[config.mk]
export PLATFORM = sky130hd
export DESIGN_NAME = bdp_ctrl
export DESIGN_NICKNAME = d
export VERILOG_FILES = /design/src/rtl/bdp_pkg.sv /design/src/rtl/bdp_ctrl.sv
export SDC_FILE = /design/constraint.sdc
export NUM_CORES = 2
export LEC_CHECK = 0
export ABC_AREA = 1
export BUFFER_PORTS_ARGS = -buffer_cell sky130_fd_sc_hd__buf_2
export CAP_MARGIN = 20
export CORE_MARGIN = 2
export CORE_UTILIZATION = 50
export CTS_BUF_LIST = sky130_fd_sc_hd__clkbuf_4 sky130_fd_sc_hd__clkbuf_8
export CTS_CLUSTER_DIAMETER = 50
export CTS_CLUSTER_SIZE = 28
export DETAILED_ROUTE_END_ITERATION = 8
export PLACE_DENSITY = 0.74
export SLEW_MARGIN = 20
export SYNTH_ARGS = -nofsm -noshare
export SYNTH_HDL_FRONTEND = slang
export SYNTH_SLANG_ARGS = --single-unit
export TNS_END_PERCENT = 1
[constraint.sdc]
create_clock -name clk -period 10 [get_ports clk]
set_clock_uncertainty 0.05 [all_clocks]
set_input_delay 2 -clock clk [delete_from_list [all_inputs] [get_ports clk]]
set_output_delay 2 -clock clk [all_outputs]
set_load 0.01 [all_outputs]
[src/rtl/bdp_pkg.sv]
// ----------------------------------------------------------------------------
// bdp_pkg
// shared widths, defaults and the step descriptor passed from the patch
// control unit to the output stage
// ----------------------------------------------------------------------------
package bdp_pkg;

  localparam int unsigned OLD_DEPTH_DEFAULT = 65536;

  localparam int unsigned ADDR_W     = 16;
  localparam int unsigned BYTE_W     = 8;
  localparam int unsigned INDEX_W    = 32;
  localparam int unsigned OLD_SIZE_W = 17;
  localparam int unsigned NEW_SIZE_W = 32;
  localparam int unsigned NEWPOS_W   = 33;
  localparam int unsigned WORD_W     = 64;
  localparam int unsigned CFG_W      = 32;
  localparam int unsigned IN_DATA_W  = 24;
  localparam int unsigned OUT_DATA_W = 40;

  localparam logic MODE_LOAD  = 1'b0;
  localparam logic MODE_PATCH = 1'b1;

  localparam logic CFG_OLD_SIZE = 1'b0;
  localparam logic CFG_NEW_SIZE = 1'b1;

  typedef struct packed {
    logic               valid;
    logic               use_old;
    logic               status;
    logic               last;
    logic [BYTE_W-1:0]  data;
    logic [INDEX_W-1:0] index;
  } step_t;

endpackage

[src/rtl/bdp_ctrl.sv]
// ----------------------------------------------------------------------------
// bdp_ctrl
// patch stream control: control word assembly, length checks, diff and
// extra run counting, old and new positions; issues one step per diff or
// extra byte, and an error step for a corrupt group
module bdp_ctrl #(
  parameter int unsigned OLD_DEPTH = bdp_pkg::OLD_DEPTH_DEFAULT,
  parameter int unsigned AW        = $clog2(OLD_DEPTH)
) (
  input  logic                              clk,
  input  logic                              rst,
  input  logic                              accept,
  input  logic                              mode,
  input  logic [bdp_pkg::BYTE_W-1:0]        data_byte,
  input  logic [bdp_pkg::OLD_SIZE_W-1:0]    old_size,
  input  logic [bdp_pkg::NEW_SIZE_W-1:0]    new_size,
  output bdp_pkg::step_t                    step,
  output logic [AW-1:0]                     rd_addr
);

  localparam logic [2:0] PH_CONTROL = 3'd0;
  localparam logic [2:0] PH_DIFF    = 3'd1;
  localparam logic [2:0] PH_EXTRA   = 3'd2;
  localparam logic [2:0] PH_DONE    = 3'd3;
  localparam logic [2:0] PH_HALT    = 3'd4;

  localparam int unsigned WW = bdp_pkg::WORD_W;
  localparam int unsigned PW = bdp_pkg::NEWPOS_W;

  localparam logic [4:0] CNT_DIFF  = 5'd8;
  localparam logic [4:0] CNT_EXTRA = 5'd16;
  localparam logic [4:0] CNT_SEEK  = 5'd24;

  logic [2:0]    phase, phase_next;
  logic [4:0]    count, count_next;
  logic [WW-1:0] asm_word, asm_word_next;
  logic [WW-1:0] diff_rem, diff_rem_next;
  logic [WW-1:0] extra_rem, extra_rem_next;
  logic [WW-1:0] seek, seek_next;
  logic [PW-1:0] new_pos, new_pos_next;
  logic [WW-1:0] old_pos, old_pos_next;

  logic [WW-1:0] asm_shift;
  logic [WW-1:0] mag;
  logic [WW-1:0] value;
  logic [PW-1:0] new_size_ext;
  logic [PW-1:0] new_pos_inc;
  logic          pos_full;
  logic          inc_full;
  logic [PW-1:0] room;
  logic [PW:0]   run_sum;
  logic          bad;
  logic          in_range;
  logic [WW-1:0] old_add;
  logic          old_inc;

  assign new_size_ext = {1'b0, new_size};
  assign new_pos_inc  = new_pos + PW'(1);
  assign pos_full     = new_pos >= new_size_ext;
  assign inc_full     = new_pos_inc >= new_size_ext;
  assign room         = pos_full ? '0 : new_size_ext - new_pos;
  assign run_sum      = {1'b0, diff_rem[PW-1:0]} + {1'b0, extra_rem[PW-1:0]};

  assign asm_shift = {data_byte, asm_word[WW-1:8]};
  assign mag       = {1'b0, asm_shift[WW-2:0]};
  assign value     = asm_shift[WW-1] ? (WW'(0) - mag) : mag;

  assign bad = diff_rem[WW-1] || extra_rem[WW-1] ||
               (diff_rem[WW-1:PW] != '0) || (extra_rem[WW-1:PW] != '0) ||
               (diff_rem[PW-1:0] > room) || (run_sum > {1'b0, room});

  assign in_range = (old_pos[WW-1:bdp_pkg::OLD_SIZE_W] == '0) &&
                    (old_pos[bdp_pkg::OLD_SIZE_W-1:0] < old_size) &&
                    (old_pos < WW'(OLD_DEPTH));

  assign rd_addr = old_pos[AW-1:0];

  always_comb begin
    phase_next     = phase;
    count_next     = count;
    asm_word_next  = asm_word;
    diff_rem_next  = diff_rem;
    extra_rem_next = extra_rem;
    seek_next      = seek;
    new_pos_next   = new_pos;
    old_add        = '0;
    old_inc        = 1'b0;
    step           = '0;
    if (accept && mode == bdp_pkg::MODE_PATCH) begin
      case (phase)
        PH_CONTROL: begin
          if (pos_full) begin
            phase_next = PH_DONE;
          end else begin
            asm_word_next = asm_shift;
            count_next    = count + 5'd1;
            if (count_next == CNT_DIFF) begin
              diff_rem_next = value;
            end else if (count_next == CNT_EXTRA) begin
              extra_rem_next = value;
            end else if (count_next == CNT_SEEK) begin
              seek_next  = value;
              count_next = '0;
              if (bad) begin
                step.valid  = 1'b1;
                step.status = 1'b1;
                step.index  = new_pos[bdp_pkg::INDEX_W-1:0];
                phase_next  = PH_HALT;
              end else if (diff_rem != '0) begin
                phase_next = PH_DIFF;
              end else if (extra_rem != '0) begin
                phase_next = PH_EXTRA;
              end else begin
                old_add    = value;
                phase_next = pos_full ? PH_DONE : PH_CONTROL;
              end
            end
          end
        end
        PH_DIFF: begin
          step.valid    = 1'b1;
          step.use_old  = in_range;
          step.data     = data_byte;
          step.index    = new_pos[bdp_pkg::INDEX_W-1:0];
          step.last     = new_pos_inc == new_size_ext;
          new_pos_next  = new_pos_inc;
          old_inc       = 1'b1;
          diff_rem_next = diff_rem - WW'(1);
          if (diff_rem == WW'(1)) begin
            if (extra_rem != '0) begin
              phase_next = PH_EXTRA;
            end else begin
              old_add    = seek;
              phase_next = inc_full ? PH_DONE : PH_CONTROL;
            end
          end
        end
        PH_EXTRA: begin
          step.valid     = 1'b1;
          step.data      = data_byte;
          step.index     = new_pos[bdp_pkg::INDEX_W-1:0];
          step.last      = new_pos_inc == new_size_ext;
          new_pos_next   = new_pos_inc;
          extra_rem_next = extra_rem - WW'(1);
          if (extra_rem == WW'(1)) begin
            old_add    = seek;
            phase_next = inc_full ? PH_DONE : PH_CONTROL;
          end
        end
        default: begin
          phase_next = phase;
        end
      endcase
    end
    old_pos_next = old_pos + old_add + WW'(old_inc);
  end

  always_ff @(posedge clk) begin
    if (rst) begin
      phase     <= PH_CONTROL;
      count     <= '0;
      asm_word  <= '0;
      diff_rem  <= '0;
      extra_rem <= '0;
      seek      <= '0;
      new_pos   <= '0;
      old_pos   <= '0;
    end else begin
      phase     <= phase_next;
      count     <= count_next;
      asm_word  <= asm_word_next;
      diff_rem  <= diff_rem_next;
      extra_rem <= extra_rem_next;
      seek      <= seek_next;
      new_pos   <= new_pos_next;
      old_pos   <= old_pos_next;
    end
  end

endmodule

==> results_dict.tcl <==
set metrics [dict create \
    clk_pin_slew_ns 0.08 \
    htree_levels 2 \
    die_area_mm2 0.0620 \
    p_leak_nw 15.8 \
    grt_antenna_before_repair 2 \
    via_count 32762 \
    grtUsageTotal 0.328 \
    pin_count 121 \
    fin_crit_ns 9.18 \
    portBuffers 120 \
    max_freq_mhz 109 \
    rsz0062_at_grt "false" \
    gp_congestion 1.03 \
    synth_area_leader_cell "dfxtp_1" \
    max_cap_viol_count 0 \
    synth_top_area_share 0.236 \
    path_class "in2out" \
    fin_crit_sh 0.918 \
    pre_cts_ws_ns 0.352 \
    finalHoldViolCount 0 \
    holdPathStages 2 \
    syn_avg_cell_area_um2 6.32 \
    p_per_area_mw_per_mm2 165 \
    grt_pass1_vias 30140 \
    die_w_um 249 \
    power.total_mw 5.35 \
    drt_iter0_drc 3699 \
    synth_common_cells "797 x nand2_1, 622 x nor2_1, 615 x a21oi_1" \
    cp-end-kind "output port" \
    hold_path_class "reg2reg" \
    finalWirelength_mm 106 \
    fin_setup_tns_ns 0 \
    ys_seq_elements 353 \
    place_inst 5498 \
    cpPeakStageDelay_ns 0.55 \
    yosys-top-cells-area "dfxtp_1 24%, ha_1 10%, a21oi_1 10%" \
    nFillCells 6034 \
    drt-pass1-iter-count 9 \
    viasPerCell 5.86 \
    cts_num_sinks 353 \
    drive_gt1_frac 0.0662 \
    holdWs_ns 0.401 \
    drt-wirelength-per-cell_um 18.9 \
    drc 0 \
    setup_ws_ns 0.823 \
    yosysUniqueCellTypes 54 \
    slowest_stage "nor2_4" \
    cts_tree "done" \
    syn2layout_area_growth_pct 8.04 \
    dp_hpwl_mm 81.7 \
    worst_pin_slew_ns 1.19 \
    final_nets 5091 \
    antenna_left 0 \
    start_kind "input port" \
    maxSlewViolCount 0 \
    clk_latency_ns 0.72 \
    async_flop_share 0 \
    grt_max_degree 261 \
    r2r_cells 44 \
    critical_path_peak_fanout 33 \
    start_util 0.507 \
    status "complete, no violations" \
    ys.flop_type "dfxtp_1" \
    fp.dieH_um 249 \
    design_area_mm2 0.0324 \
    grt_overflow_total 0 \
    clock_path_buffers 3 \
    slew_headroom 0.208 \
    grt_pass1_wl_mm 164 \
    final_util 0.548 \
    numCtsBuffers 51 \
    required_ns 7.95 \
    syn_inst 4745 \
    crit_arrival_ns 7.13 \
    stdcell_count 5595 \
    hold_buffers 0 \
    cts_root_buffer "clkbuf_8" \
    yosysWarnings 0 \
    syn-num-nets 5058 \
    ys_seq_area_frac 0.236 \
    core_area_mm2 0.0591 \
    ir_drop_uv 111 \
    setup_viol 0 \
    syn_area_mm2 0.0300 \
    postPlaceCellArea_mm2 0.0311 \
    critPathMostFrequentCell "nand2_1" \
    synth_edf_count 0 \
    yosysMostFrequentCell "nand2_1" \
    rows 89 \
]
## kinds of logic after synthesis
logic type	synth area share
AO/OA/AOI/OAI	0.238
flip-flops	0.236
AND/OR/NAND/NOR	0.259
buffers and inverters	0.0996
adder cells (fa/ha/maj)	0.106
XOR/XNOR	0.0610
## path summary, 6_finish.rpt
| kind | start | to | slack (ns) |
|---|---|---|---|
| hold / removal | seek[48] | seek[48] | 0.40 |
| setup / recovery | new_size[0] | step[5] | 0.82 |
| setup reg to reg | extra_rem[0] | old_pos[59] | 1.62 |
| hold reg to reg | seek[48] | seek[48] | 0.40 |
## critical path, delay by kind of cell
| kind | cells | cell delay [ns] |
|---|---|---|
| compound gates | 11 | 1.93 |
| fa+ha+maj | 3 | 0.77 |
| buf+inv | 6 | 0.64 |
| simple gates | 14 | 1.78 |
## sequential cells by signal (all words and copies together) (netlist names)
| signal | cells |
|---|---|
| count | 5 |
| extra_rem | 64 |
| new_pos | 33 |
| diff_rem | 64 |
| old_pos | 64 |
| asm_word | 56 |
| phase | 3 |
| seek | 64 |
## layout by cell type (no fill, tap or decap), types with 5 or more instances in the layout
master,instances
a21o_1,16
o21ai_0,494
a21boi_0,8
a221oi_1,12
buf_2,120
o21a_1,24
nor4_1,65
nor2_2,10
ha_1,248
or2_2,31
inv_2,9
nor3_1,51
a211oi_1,17
or4_1,5
nand2_1,797
a21oi_1,615
inv_8,7
bufinv_16,9
xor2_1,164
dfxtp_1,353
o21bai_1,9
nand3_1,125
inv_6,9
xnor2_1,45
a31oi_1,96
nand3b_1,11
o21ai_1,7
clkinv_4,8
clkbuf_8,51
nor2_1,620
clkinv_2,5
inv_1,577
o211ai_1,15
nand4_1,94
nor3_2,8
buf_4,32
## report_power, final
part           internal [mW]  switching [mW]  total [mW]
clock network          0.769           0.752        1.52
registers               1.47          0.0836        1.55
logic                  0.701            1.57        2.27
total                   2.94            2.41        5.35
## metal layers
metal / routed length (um) / GRT usage / part of all wire
met3: 10800 / 0.0582 / 0.10
met4: 3410 / 0.108 / 0.032
met1: 46000 / 0.455 / 0.43
met5: 13 / 0 / 0.00012
met2: 45600 / 0.515 / 0.43
## area by class of cell
cell class	instances	area [um2]	share of cell area
multi-input combinational	3631	20000	0.617
sequential	353	7070	0.218
inverter	587	2210	0.0681
tap	773	967	0.0298
timing repair buffer	154	881	0.0272
clock buffer	53	717	0.0221
clock inverter	42	578	0.0178
antenna	2	5.00	0.000154
## what timing repair did
item,CTS,global route
resized for setup,0,1
endpoints found under the setup margin,0,1
setup buffers,0,0
(Power assumes the default switching activity.)
